### src/rtl/srb_pkg.sv
package srb_pkg;

  localparam int BUFFER_SIZE = 16;  // power of two: slot = id mod BUFFER_SIZE
  localparam int SLOT_W      = $clog2(BUFFER_SIZE);
  localparam int CNT_W       = SLOT_W + 1;
  localparam int ID_W        = 31;
  localparam int PAY_W       = 32;
  localparam int NE_W        = ID_W + 1;  // next expected id can reach 2^31
  localparam int LIMIT_W     = 32;
  localparam int CFG_IDX_W   = 2;
  localparam int CFG_DATA_W  = 32;
  localparam int QUEUE_DEPTH = 2;
  localparam int QPTR_W      = $clog2(QUEUE_DEPTH);
  localparam int QCNT_W      = $clog2(QUEUE_DEPTH + 1);

  localparam logic [CFG_IDX_W-1:0] CFG_REORDER_ENABLE = 2'd0;
  localparam logic [CFG_IDX_W-1:0] CFG_START_LIMIT    = 2'd1;
  localparam logic [CFG_IDX_W-1:0] CFG_END_LIMIT      = 2'd2;

  typedef struct packed {
    logic [ID_W-1:0]  chunk_id;
    logic [PAY_W-1:0] payload;
  } item_t;

  typedef struct packed {
    logic                      reorder_enable;
    logic signed [LIMIT_W-1:0] start_limit;
    logic signed [LIMIT_W-1:0] end_limit;
  } cfg_t;

  typedef enum logic [2:0] {
    S_IDLE,
    S_ARRIVE,
    S_JUMP,
    S_DRAIN,
    S_PLACE
  } state_t;

endpackage

### src/rtl/srb_chunk_if.sv
interface srb_chunk_if;
  logic                     valid;
  logic                     ready;
  logic [srb_pkg::ID_W-1:0]  chunk_id;
  logic [srb_pkg::PAY_W-1:0] payload;

  modport source(output valid, chunk_id, payload, input ready);
  modport sink(input valid, chunk_id, payload, output ready);
endinterface

### src/rtl/srb_result_if.sv
interface srb_result_if;
  logic                     valid;
  logic                     ready;
  logic [srb_pkg::ID_W-1:0]  out_id;
  logic [srb_pkg::PAY_W-1:0] out_payload;
  logic                     last;

  modport source(output valid, out_id, out_payload, last, input ready);
  modport sink(input valid, out_id, out_payload, last, output ready);
endinterface

### src/rtl/srb_front.sv
module srb_front (
  input  logic           clk,
  input  logic           rst,
  srb_chunk_if.sink      chunks,
  output srb_pkg::item_t q_item,
  output logic           q_valid,
  input  logic           q_pop
);

  srb_pkg::item_t                fifo_mem [srb_pkg::QUEUE_DEPTH];
  logic [srb_pkg::QPTR_W-1:0]    wr_ptr;
  logic [srb_pkg::QPTR_W-1:0]    rd_ptr;
  logic [srb_pkg::QCNT_W-1:0]    count;
  logic                          push;
  logic                          pop;

  assign chunks.ready = (count != srb_pkg::QCNT_W'(srb_pkg::QUEUE_DEPTH));
  assign push         = chunks.valid && chunks.ready;
  assign q_valid      = (count != '0);
  assign pop          = q_pop && q_valid;
  assign q_item       = fifo_mem[rd_ptr];

  always_ff @(posedge clk) begin
    if (push) begin
      fifo_mem[wr_ptr] <= '{chunk_id: chunks.chunk_id, payload: chunks.payload};
    end
  end

  always_ff @(posedge clk) begin
    if (rst) begin
      wr_ptr <= '0;
      rd_ptr <= '0;
      count  <= '0;
    end else begin
      if (push) begin
        wr_ptr <= wr_ptr + 1'b1;
      end
      if (pop) begin
        rd_ptr <= rd_ptr + 1'b1;
      end
      unique case ({push, pop})
        2'b10:   count <= count + 1'b1;
        2'b01:   count <= count - 1'b1;
        default: count <= count;
      endcase
    end
  end

endmodule

### src/rtl/srb_back.sv
module srb_back (
  input  logic           clk,
  input  logic           rst,
  input  srb_pkg::cfg_t  cfg,
  input  srb_pkg::item_t q_item,
  input  logic           q_valid,
  output logic           q_pop,
  srb_result_if.source   played
);

  localparam int B      = srb_pkg::BUFFER_SIZE;
  localparam int SLOT_W = srb_pkg::SLOT_W;
  localparam int CNT_W  = srb_pkg::CNT_W;
  localparam int ID_W   = srb_pkg::ID_W;
  localparam int PAY_W  = srb_pkg::PAY_W;
  localparam int NE_W   = srb_pkg::NE_W;

  srb_pkg::state_t   state;
  srb_pkg::state_t   state_next;
  srb_pkg::item_t    cur;

  logic [NE_W-1:0]   ne;
  logic              ne_set;
  logic [B-1:0]      slot_valid;
  logic [ID_W-1:0]   slot_id  [B];
  logic [PAY_W-1:0]  slot_pay [B];

  logic [CNT_W-1:0]  jcnt;
  logic              big;
  logic [CNT_W-1:0]  dcnt;
  logic              placed;

  logic              pend_v;
  logic [ID_W-1:0]   pend_id;
  logic [PAY_W-1:0]  pend_pay;
  logic              out_v;
  logic [ID_W-1:0]   out_id;
  logic [PAY_W-1:0]  out_pay;
  logic              out_last;

  logic [NE_W-1:0]   v32;
  logic [NE_W-1:0]   ne_eff;
  logic [NE_W-1:0]   ne_inc;
  logic [NE_W-1:0]   lim;
  logic [NE_W-1:0]   span;
  logic              big_span;
  logic [CNT_W-1:0]  visits;
  logic              is_old;
  logic              is_jump;
  logic              is_hit;
  logic              next_busy;
  logic [SLOT_W-1:0] in_slot;
  logic [SLOT_W-1:0] rd_slot;
  logic              rd_valid;
  logic [ID_W-1:0]   rd_id;
  logic [PAY_W-1:0]  rd_pay;
  logic              drain_more;

  logic              emit_req;
  logic [ID_W-1:0]   emit_id;
  logic [PAY_W-1:0]  emit_pay;
  logic              out_free;
  logic              go;
  logic              flush;

  function automatic logic in_range(input logic [ID_W-1:0] id, input srb_pkg::cfg_t c);
    logic signed [srb_pkg::LIMIT_W-1:0] idv;
    logic lo_ok;
    logic hi_ok;
    idv   = $signed({1'b0, id});
    lo_ok = (c.start_limit == '1) || (idv >= c.start_limit);
    hi_ok = (c.end_limit == '1) || (idv <= c.end_limit);
    return lo_ok && hi_ok;
  endfunction

  // classification of the current chunk against the window
  assign v32        = {1'b0, cur.chunk_id};
  assign ne_eff     = ne_set ? ne : v32;
  assign ne_inc     = ne_eff + NE_W'(1);
  assign lim        = ne_eff + NE_W'(B);
  assign is_old     = ne_set && (v32 < ne);
  assign is_jump    = (v32 >= lim);
  assign is_hit     = (v32 == ne_eff);
  assign span       = v32 - ne_eff - NE_W'(B - 1);
  assign big_span   = (span > NE_W'(B));
  assign visits     = big_span ? CNT_W'(B) : span[CNT_W-1:0];
  assign next_busy  = slot_valid[ne_inc[SLOT_W-1:0]];
  assign in_slot    = cur.chunk_id[SLOT_W-1:0];

  assign rd_slot    = ne[SLOT_W-1:0];
  assign rd_valid   = slot_valid[rd_slot];
  assign rd_id      = slot_id[rd_slot];
  assign rd_pay     = slot_pay[rd_slot];
  assign drain_more = rd_valid && (dcnt != CNT_W'(B));

  assign out_free   = !out_v || played.ready;
  assign go         = !emit_req || !pend_v || out_free;
  assign flush      = (state == srb_pkg::S_IDLE) && pend_v && out_free;

  assign played.valid       = out_v;
  assign played.out_id      = out_id;
  assign played.out_payload = out_pay;
  assign played.last        = out_last;

  // next state
  always_comb begin
    state_next = state;
    unique case (state)
      srb_pkg::S_IDLE: begin
        if (q_valid && (!pend_v || out_free)) begin
          state_next = srb_pkg::S_ARRIVE;
        end
      end
      srb_pkg::S_ARRIVE: begin
        if (go) begin
          priority if (is_old) begin
            state_next = srb_pkg::S_IDLE;
          end else if (is_jump) begin
            state_next = srb_pkg::S_JUMP;
          end else if (is_hit && next_busy) begin
            state_next = srb_pkg::S_DRAIN;
          end else begin
            state_next = srb_pkg::S_IDLE;
          end
        end
      end
      srb_pkg::S_JUMP: begin
        if (go && jcnt == CNT_W'(1)) begin
          state_next = srb_pkg::S_DRAIN;
        end
      end
      srb_pkg::S_DRAIN: begin
        if (go && !drain_more) begin
          state_next = placed ? srb_pkg::S_IDLE : srb_pkg::S_PLACE;
        end
      end
      srb_pkg::S_PLACE: begin
        if (go) begin
          state_next = is_hit ? srb_pkg::S_DRAIN : srb_pkg::S_IDLE;
        end
      end
      default: state_next = srb_pkg::S_IDLE;
    endcase
  end

  // outputs of the sequencer
  always_comb begin
    emit_req = 1'b0;
    emit_id  = cur.chunk_id;
    emit_pay = cur.payload;
    q_pop    = 1'b0;
    unique case (state)
      srb_pkg::S_IDLE: begin
        q_pop = q_valid && (!pend_v || out_free);
      end
      srb_pkg::S_ARRIVE: begin
        if (!cfg.reorder_enable) begin
          emit_req = 1'b1;
        end else begin
          emit_req = !is_old && !is_jump && is_hit && in_range(cur.chunk_id, cfg);
        end
      end
      srb_pkg::S_JUMP: begin
        emit_req = rd_valid && cfg.reorder_enable && in_range(rd_id, cfg);
        emit_id  = rd_id;
        emit_pay = rd_pay;
      end
      srb_pkg::S_DRAIN: begin
        emit_req = drain_more && cfg.reorder_enable && in_range(rd_id, cfg);
        emit_id  = rd_id;
        emit_pay = rd_pay;
      end
      srb_pkg::S_PLACE: begin
        emit_req = is_hit && cfg.reorder_enable && in_range(cur.chunk_id, cfg);
      end
      default: ;
    endcase
  end

  always_ff @(posedge clk) begin
    if (rst) begin
      state <= srb_pkg::S_IDLE;
    end else begin
      state <= state_next;
    end
  end

  // window state
  always_ff @(posedge clk) begin
    if (rst) begin
      ne         <= '0;
      ne_set     <= 1'b0;
      slot_valid <= '0;
      jcnt       <= '0;
      big        <= 1'b0;
      dcnt       <= '0;
      placed     <= 1'b0;
    end else begin
      unique case (state)
        srb_pkg::S_IDLE: ;
        srb_pkg::S_ARRIVE: begin
          if (go && !is_old) begin
            ne_set <= 1'b1;
            priority if (is_jump) begin
              ne     <= ne_eff;
              jcnt   <= visits;
              big    <= big_span;
              placed <= 1'b0;
            end else if (is_hit) begin
              ne     <= ne_inc;
              dcnt   <= '0;
              placed <= 1'b1;
            end else begin
              ne <= ne_eff;
              if (!slot_valid[in_slot]) begin
                slot_valid[in_slot] <= 1'b1;
              end
            end
          end
        end
        srb_pkg::S_JUMP: begin
          if (go) begin
            if (rd_valid) begin
              slot_valid[rd_slot] <= 1'b0;
            end
            // a very large jump lands just below the new chunk after the walk
            if (jcnt == CNT_W'(1) && big) begin
              ne <= v32 - NE_W'(B - 1);
            end else if (rd_valid) begin
              ne <= {1'b0, rd_id} + NE_W'(1);
            end else begin
              ne <= ne + NE_W'(1);
            end
            jcnt <= jcnt - CNT_W'(1);
            if (jcnt == CNT_W'(1)) begin
              dcnt <= '0;
            end
          end
        end
        srb_pkg::S_DRAIN: begin
          if (go && drain_more) begin
            slot_valid[rd_slot] <= 1'b0;
            ne   <= {1'b0, rd_id} + NE_W'(1);
            dcnt <= dcnt + CNT_W'(1);
          end
        end
        srb_pkg::S_PLACE: begin
          if (go) begin
            if (is_hit) begin
              ne     <= ne + NE_W'(1);
              dcnt   <= '0;
              placed <= 1'b1;
            end else if (!slot_valid[in_slot]) begin
              slot_valid[in_slot] <= 1'b1;
            end
          end
        end
        default: ;
      endcase
    end
  end

  // slot payload store, written together with the valid bit; also latches the popped queue item
  always_ff @(posedge clk) begin
    if (go && !slot_valid[in_slot] && !is_old && !is_jump && !is_hit &&
        (state == srb_pkg::S_ARRIVE || state == srb_pkg::S_PLACE)) begin
      slot_id[in_slot]  <= cur.chunk_id;
      slot_pay[in_slot] <= cur.payload;
    end
    if (q_pop) begin
      cur <= q_item;
    end
  end

  // one result is held back until it is known whether it is the last one
  always_ff @(posedge clk) begin
    if (rst) begin
      pend_v <= 1'b0;
      out_v  <= 1'b0;
    end else begin
      if (emit_req && go) begin
        pend_v <= 1'b1;
      end else if (flush) begin
        pend_v <= 1'b0;
      end
      if ((emit_req && go && pend_v) || flush) begin
        out_v <= 1'b1;
      end else if (played.ready) begin
        out_v <= 1'b0;
      end
    end
  end

  always_ff @(posedge clk) begin
    if (emit_req && go) begin
      pend_id  <= emit_id;
      pend_pay <= emit_pay;
    end
    if ((emit_req && go && pend_v) || flush) begin
      out_id   <= pend_id;
      out_pay  <= pend_pay;
      out_last <= flush;
    end
  end

  a_expected_slot_empty: assert property (@(posedge clk) disable iff (rst)
    (state == srb_pkg::S_IDLE && ne_set) |-> !slot_valid[ne[SLOT_W-1:0]])
    else $error("slot of next expected id holds a chunk while idle");

  a_expected_monotonic: assert property (@(posedge clk) disable iff (rst)
    $past(ne_set) |-> (ne >= $past(ne)))
    else $error("next expected id moved backwards");

  a_window_not_full: assert property (@(posedge clk) disable iff (rst)
    (state == srb_pkg::S_IDLE) |-> ($countones(slot_valid) < B))
    else $error("window full at rest");

  a_jump_count: assert property (@(posedge clk) disable iff (rst)
    (state == srb_pkg::S_JUMP) |-> (jcnt != '0 && jcnt <= CNT_W'(B)))
    else $error("jump walk count out of range");

endmodule

### src/rtl/sequence_reorder_buffer_top.sv
// An in-order chunk passes the input queue, the current-chunk register, the held-back result
// register and the output register; the sequencer pops the next chunk only from its idle state.
// A chunk beyond the window walks min(id - expected - 15, 16) slots, then takes a drain pass
//   and a placement step (and a second drain pass when it lands on the expected id).
// A 2-entry input queue takes chunks while the sequencer or result port stalls, until it is full.
// Reset (synchronous, active high): empty window, expected id unset, ordering on, no limits.
module sequence_reorder_buffer_top (
  input  logic                             clk,
  input  logic                             rst,
  srb_chunk_if.sink                        chunks,
  srb_result_if.source                     played,
  input  logic                             cfg_write,
  input  logic [srb_pkg::CFG_IDX_W-1:0]    cfg_index,
  input  logic [srb_pkg::CFG_DATA_W-1:0]   cfg_data
);

  srb_pkg::cfg_t  cfg;
  srb_pkg::item_t q_item;
  logic           q_valid;
  logic           q_pop;

  always_ff @(posedge clk) begin
    if (rst) begin
      cfg.reorder_enable <= 1'b1;
      cfg.start_limit    <= '1;
      cfg.end_limit      <= '1;
    end else if (cfg_write) begin
      unique case (cfg_index)
        srb_pkg::CFG_REORDER_ENABLE: cfg.reorder_enable <= cfg_data[0];
        srb_pkg::CFG_START_LIMIT:    cfg.start_limit    <= $signed(cfg_data);
        srb_pkg::CFG_END_LIMIT:      cfg.end_limit      <= $signed(cfg_data);
        default: ;
      endcase
    end
  end

  srb_front u_front (
    .clk     (clk),
    .rst     (rst),
    .chunks  (chunks),
    .q_item  (q_item),
    .q_valid (q_valid),
    .q_pop   (q_pop)
  );

  srb_back u_back (
    .clk     (clk),
    .rst     (rst),
    .cfg     (cfg),
    .q_item  (q_item),
    .q_valid (q_valid),
    .q_pop   (q_pop),
    .played  (played)
  );

endmodule
### src/flat_wrapper.sv
// flat-port wrapper written by rule: the top's interface ports become plain ports
module sequence_reorder_buffer_top_flat 
  (clk, rst, cfg_write, cfg_index, cfg_data, chunks_valid, chunks_chunk_id, chunks_payload, chunks_ready, played_valid, played_out_id, played_out_payload, played_last, played_ready);
  srb_chunk_if chunks_i ();
  srb_result_if played_i ();
  input  logic clk;
  input  logic rst;
  input  logic cfg_write;
  input  logic [srb_pkg::CFG_IDX_W-1:0] cfg_index;
  input  logic [srb_pkg::CFG_DATA_W-1:0] cfg_data;
  input wire logic [$bits(chunks_i.valid)-1:0] chunks_valid;
  input wire logic [$bits(chunks_i.chunk_id)-1:0] chunks_chunk_id;
  input wire logic [$bits(chunks_i.payload)-1:0] chunks_payload;
  output wire logic [$bits(chunks_i.ready)-1:0] chunks_ready;
  output wire logic [$bits(played_i.valid)-1:0] played_valid;
  output wire logic [$bits(played_i.out_id)-1:0] played_out_id;
  output wire logic [$bits(played_i.out_payload)-1:0] played_out_payload;
  output wire logic [$bits(played_i.last)-1:0] played_last;
  input wire logic [$bits(played_i.ready)-1:0] played_ready;
  assign chunks_i.valid = chunks_valid;
  assign chunks_i.chunk_id = chunks_chunk_id;
  assign chunks_i.payload = chunks_payload;
  assign chunks_ready = chunks_i.ready;
  assign played_valid = played_i.valid;
  assign played_out_id = played_i.out_id;
  assign played_out_payload = played_i.out_payload;
  assign played_last = played_i.last;
  assign played_i.ready = played_ready;
  sequence_reorder_buffer_top u_core (.clk(clk), .rst(rst), .chunks(chunks_i), .played(played_i), .cfg_write(cfg_write), .cfg_index(cfg_index), .cfg_data(cfg_data));
endmodule
### config.mk
export PLATFORM = sky130hd
export DESIGN_NAME = sequence_reorder_buffer_top_flat
export DESIGN_NICKNAME = d
export VERILOG_FILES = /design/src/rtl/srb_pkg.sv /design/src/rtl/srb_chunk_if.sv /design/src/rtl/srb_result_if.sv /design/src/rtl/srb_front.sv /design/src/rtl/srb_back.sv /design/src/rtl/sequence_reorder_buffer_top.sv /design/src/flat_wrapper.sv
export SDC_FILE = /design/constraint.sdc
export NUM_CORES = 2
export LEC_CHECK = 0
export CAP_MARGIN = 20
export CORE_MARGIN = 4
export CORE_UTILIZATION = 40
export CTS_BUF_LIST = sky130_fd_sc_hd__clkbuf_4 sky130_fd_sc_hd__clkbuf_8
export CTS_CLUSTER_SIZE = 14
export DETAILED_ROUTE_END_ITERATION = 6
export DONT_BUFFER_PORTS = 1
export PLACE_DENSITY_LB_ADDON = 0.08
export SLEW_MARGIN = 20
export SYNTH_ARGS = -nofsm -noshare
export SYNTH_HDL_FRONTEND = slang
export SYNTH_SLANG_ARGS = --single-unit
### constraint.sdc
create_clock -name clk -period 10.6 [get_ports clk]
set_input_delay 3.18 -clock clk [delete_from_list [all_inputs] [get_ports clk]]
set_output_delay 3.18 -clock clk [all_outputs]
set_load 0.1 [all_outputs]
# == Word-level counts from Yosys, hierarchy flattened ==
# Memory sizes are Yosys's and may differ from the RTL's. A register that Yosys moved wholly into a read port is not among the register bits.
# Cells that the tools add are included.
# word_totals
in_bits,102
ram_bits,1134
out_inout_bits,66
n_memories,3
wordCells,228
regBits,262
# op_classes
n_mux,77
reduce_logical,72
add_sub_neg,13
n_eq_ne,27
n_bitwise,3
order_cmp,12
# mem_list
name,depth,word_bits,rd,rd_clocked_by_memory_dff,write_ports,line_no,text
u_core.u_back.slot_pay,16,32,1,1,1,srb_back.sv:26,logic [PAY_W-1:0] slot_pay [B];
u_core.u_back.slot_id,16,31,1,1,1,srb_back.sv:25,logic [ID_W-1:0] slot_id [B];
u_core.u_front.fifo_mem,2,63,1,1,1,srb_front.sv:10,srb_pkg::item_t fifo_mem [srb_pkg::QUEUE_DEPTH];
# op_table
operator,n
two-way mux 32 bit,11
two-way mux 16 bit,8
one-hot mux 32 bit (4 select lines),1
adder 32 x 1 -> 32 bit (second input constant),2
equality test 32 bit (second input constant),2
greater-or-equal comparator 32 bit,2
less-or-equal comparator 32 bit,2
one-hot mux 16 bit (4 select lines),1
two-way mux 5 bit,11
logical AND 1 bit,33
adder 31 x 1 -> 32 bit (second input constant),1
adder 32 x 5 -> 32 bit (second input constant),1
equality test 31 x 32 -> 1 bit,1
greater-or-equal comparator 31 x 32 -> 1 bit,1
greater-than comparator 32 x 5 -> 1 bit (second input constant),1
< comparator 31 x 32 -> 1 bit,1
subtractor 31 x 32 -> 32 bit,1
subtractor 31 x 4 -> 32 bit (second input constant),1
subtractor 32 x 4 -> 32 bit (second input constant),1
two-way mux 31 bit,1
!= test 2 bit (second input constant),13
one-hot mux 5 bit (4 select lines),1
two-way mux 1 bit,19
two-way mux 3 bit,6
40 further kinds,82

# == Logic depth before layout (Yosys ltp) ==
# depth
depth_word,19
mapped_depth,32
ltp_nobuf,22

# == Modules after synthesis ==
# A second synthesis with hierarchy kept.
# unflattened
hier_cells,4489
area_unflattened_um2,67274.5
# modules_own_cells
module,n_inst,seq_area_each_um2,area_per_inst_um2,cells_per_inst
srb_back,1,37375.8,60011.3,4020
srb_front,1,3883.7,4750.8,220
sequence_reorder_buffer_top,1,1301.2,2512.4,249

# == Worst setup path before layout ==
# Ideal clock, no wire load.
# synth_timing
path_kind,in2reg
start,in played_ready
end,"reg, netlist name u_core.u_back.cur[0]"
setup_time_ns,0.639
stages,3
arrival_ns,9.424
setup_slack_ns,0.537
path_cell_list,nand3b_1 > o21ai_0 > nor4_1
# synth_via
elab_chain_cells,4
# synth_lines
item,line_no,text
from (decl),flat_wrapper.sv:19,input wire logic [$bits(played_i.ready)-1:0] played_ready;
logical OR 1 bit,srb_back.sv:96,assign out_free = !out_v || played.ready;
logical OR 1 bit,srb_back.sv:154,q_pop = q_valid && (!pend_v || out_free);
logical AND 1 bit,srb_back.sv:154,
two-way mux 1 bit,srb_back.sv:152,unique case (state)
via u_core.q_pop,sequence_reorder_buffer_top.sv:20,logic q_pop;
# The timed path passes the listed nets, and every way through them passes these cells.
# A chain may end at the register's enable or synchronous reset.

# == Worst setup path after layout ==
# layout_timing
start,"reg, netlist name u_core.u_back.cur[37]"
end,"mem u_core.u_back.slot_pay[6][2], enable pin"
# layout_via
elab_chain_cells,19
# layout_lines
item,line_no,text
two-way mux 32 bit,srb_back.sv:78,assign ne_eff = ne_set ? ne : v32;
adder 32 x 5 -> 32 bit,srb_back.sv:80,assign lim = ne_eff + NE_W'(B);
greater-or-equal comparator 31 x 32 -> 1 bit,srb_back.sv:82,assign is_jump = (v32 >= lim);
logical NOT 1 bit,"srb_back.sv:160, srb_back.sv:265",
logical AND 1 bit (3 in a row),srb_back.sv:160,"emit_req = !is_old && !is_jump && is_hit && in_range(cur.chunk_id, cfg);"
two-way mux 1 bit,srb_back.sv:157,if (!cfg.reorder_enable) begin
one-hot mux 1 bit (4 select lines),srb_back.sv:152,
logical NOT 1 bit,srb_back.sv:97,assign go = !emit_req || !pend_v || out_free;
logical OR 1 bit (2 in a row),srb_back.sv:97,
logical AND 1 bit (3 in a row),srb_back.sv:265,if (go && !slot_valid[in_slot] && !is_old && !is_jump && !is_hit &&
logical AND 1 bit (*) (2 in a row),srb_back.sv:265,
two-way mux 1 bit (*),srb_back.sv:265,
two-way mux 1 bit (not written as such) (*),srb_back.sv:268,slot_pay[in_slot] <= cur.payload;
to (decl),srb_back.sv:26,
# Every way passes the cells marked *; elsewhere a longest branch is shown, timed or not.

==> flow_metrics.env <==
export IMPL_outcome="finished, final reports clean"
export IMPL_max_cap_violations=0
export IMPL_synth_area_leaders="edfxtp_1 (60%), mux4_2 (11%), ha_1 (4.9%), dfxtp_1 (4.2%), nand2_1 (1.9%)"
export IMPL_async_reset_ff_frac=0
export IMPL_drv_slew=0
export IMPL_ctsHtreeMaxLevel=5
export IMPL_startpoint_type="flop"
export IMPL_syn_nets=4730
export IMPL_via_per_inst=5.74
export IMPL_postCtsSetupBuffers=0
export IMPL_crit_arrival_ns=8.98
export IMPL_crit_path_end_kind="flop"
export IMPL_hold_viol=0
export IMPL_holdWs_ns=0.405
export IMPL_numCtsBuffers=274
export IMPL_wl_mm=201
export IMPL_nFillCells=14600
export IMPL_synth_commonest_cells="edfxtp_1 (1,324), nand2_1 (338), mux4_2 (323)"
export IMPL_vias=39800
export IMPL_drtIter0Drc=4376
export IMPL_setup_tns_final_ns=0
export IMPL_synth_top_area_cell="edfxtp_1"
export IMPL_yosysMostFrequentCell="edfxtp_1"
export IMPL_dr_pass1_iters=6
export IMPL_postSynthAreaPerCell_um2=15.2
export IMPL_dp_hpwl_mm=130
export IMPL_cts_sinks=1463
export IMPL_tightest_slew_ns=1.38
export IMPL_grt_max_degree=108
export IMPL_clock_skew_ns=0.0727
export IMPL_min_path_type="reg -> reg"
export IMPL_area_growth_pct=11.8
export IMPL_io_buffers=0
export IMPL_ios=168
export IMPL_ys_types=91
export IMPL_worst_ep_required_time_ns=11.22
export IMPL_timing_fmax_ghz=0.120
export IMPL_period_minus_slack_ns=8.36
export IMPL_path_max_fanout=43
export IMPL_grt_total_usage=0.230
export IMPL_p_leak_uw=0.0250
export IMPL_cts_tree="done"
export IMPL_grt_overflow=0
export IMPL_antenna_found_initial=10
export IMPL_max_vdd_ir_drop_mv=0.178
export IMPL_post_route_util=0.450
export IMPL_synth_edf_count=1324
export IMPL_yosys_warnings=0
export IMPL_synthCells=4366
export IMPL_pre_cts_ws_ns=2.28
export IMPL_clk_latency_ns=1.00
export IMPL_synth_flop_cell="edfxtp_1"
export IMPL_drc=0
export IMPL_grt_pass1_wl_mm=289
export IMPL_gp_congestion=0.886
export IMPL_dieHeight_um=415
export IMPL_yosys_area_top_type_share=0.599
export IMPL_drtAntennaViolNets=0
export IMPL_cts_hold_buffers_added=0
export IMPL_avgRoutedWirePerCell_um=29.0
export IMPL_finalSetupViolations=0
export IMPL_syn_cell_area_um2=66300
export IMPL_core_region_area_um2=165000
export IMPL_root_buffer="clkbuf_8"
export IMPL_drive_gt1_frac=0.203
export IMPL_dieArea_um2=172000
export IMPL_clock_path_buffers=4
export IMPL_seq_area_frac_synth=0.641
export IMPL_grt_setup_unrepaired="false"
export IMPL_fp_dieW_um=415
export IMPL_cts_resized=0
export IMPL_worst_slack_ns=2.24
export IMPL_clkTransAtPathRegs_ns=0.07
export IMPL_period_share=0.789
export IMPL_slew_headroom=0.0705
export IMPL_grt_pass1_vias=40100
export IMPL_critPathKind="reg -> reg"
export IMPL_nNetsFinal=4907
export IMPL_powerDensity_nw_per_um2=283
export IMPL_num_rows=149
export IMPL_start_util=0.402
export IMPL_p_total_uw=21000
export IMPL_ys_ff_latch=1463
worst paths after layout:
path | slack [ns] | startpoint | cells past startpoint | end
max | 2.24 | u_core.u_back.cur[37] | 22 | u_core.u_back.slot_pay[6][2]
min | 0.41 | u_core.u_back.pend_pay[6] | 0 | u_core.u_back.played.out_payload[6]
max reg2reg | 2.24 | u_core.u_back.cur[37] | 22 | u_core.u_back.slot_pay[6][2]
min reg2reg | 0.41 | u_core.u_back.pend_pay[6] | 0 | u_core.u_back.played.out_payload[6]
per-stage QoR:
| step | cell area (um^2) | instances |
|---|---|---|
| after floorplan | 66300 | 4366 |
| after global placement | 69100 | 6456 |
| after detailed placement | 69100 | 6456 |
| after CTS | 74100 | 6915 |
| after global routing | 74100 | 6918 |
| final | 74200 | 6925 |
cells by family after synthesis:
logic type,Yosys count,synth area share
xor+xnor,150,0.0198
fa+ha+maj,262,0.0496
mux,430,0.127
compound gates,654,0.0640
simple gates,970,0.0707
flops,1463,0.641
buf+inv,437,0.0273
power breakdown:
group	internal, uW	switching, uW	leakage [uW]	total, uW
Combinational	2920	5020	0.00919	7940
Clock	2810	2320	0.00265	5130
Sequential	7300	600	0.0131	7900
Total	13000	7940	0.0250	21000
per-layer routing:
| metal | track usage | wire (um) |
|---|---|---|
| met2 | 0.356 | 91900 |
| met4 | 0.0617 | 4740 |
| met3 | 0.0421 | 11800 |
| met5 | 0 | 27 |
| met1 | 0.334 | 92000 |
cell type report:
cell class / instances / area, um^2 / area share
Multi-Input combinational cell: 2466 / 22100 / 0.298
Antenna cell: 10 / 25.0 / 0.000337
Tap cell: 2189 / 2740 / 0.0369
Clock buffer: 382 / 4660 / 0.0628
Sequential cell: 1463 / 42600 / 0.574
Inverter: 236 / 886 / 0.0119
Timing Repair Buffer: 102 / 816 / 0.0110
Clock inverter: 77 / 335 / 0.00452
placed cells by master (no fill, tap or decap), drive strengths merged, types with 51 or more instances in the layout:
master and count:
a21oi 166, nor2 209, clkinv 72, inv 234, o211ai 51, nor3 69, mux4 323, nand4 78
nand3 80, xnor2 127, edfxtp 1324, nand2 338, a211oi 56, o21ai 167, mux2 68, ha 260
clkbuf 382, dfxtp 139, buf 102
sequential cells by signal (all words and copies together), names as in the netlist, 3 cells and up, named ones only:
signal                            cells
u_core.u_back.slot_pay              512
u_core.u_back.slot_id               496
u_core.u_front.fifo_mem             126
u_core.cfg                           65
u_core.u_back.cur                    63
u_core.u_back.ne                     32
u_core.u_back.pend_pay               32
u_core.u_back.played.out_payload     32
u_core.u_back.pend_id                31
u_core.u_back.played.out_id          31
u_core.u_back.slot_valid             16
u_core.u_back.dcnt                    5
u_core.u_back.jcnt                    5
u_core.u_back.state                   3
worst max-delay path, stage by stage, from the launching register on:
cell and delay [ns]:
edfxtp_1 0.32, buf_4 0.30, inv_1 0.12, o21ai_0 0.37, ha_1 0.33, o211ai_1 0.19
nand2b_1 0.21, nand4b_1 0.26, or4_1 0.65, nor4_1 0.57, nand2_1 0.19, xnor2_1 0.18
ha_1 0.33, and3_1 0.21, a22oi_1 0.08, o2111ai_1 0.14, o22a_1 0.37, nand3_1 0.15
a31o_2 0.31, o21a_1 0.35, nor4_4 0.83, and3_4 0.93, buf_4 0.51
Power figures use the tool's default switching activity.
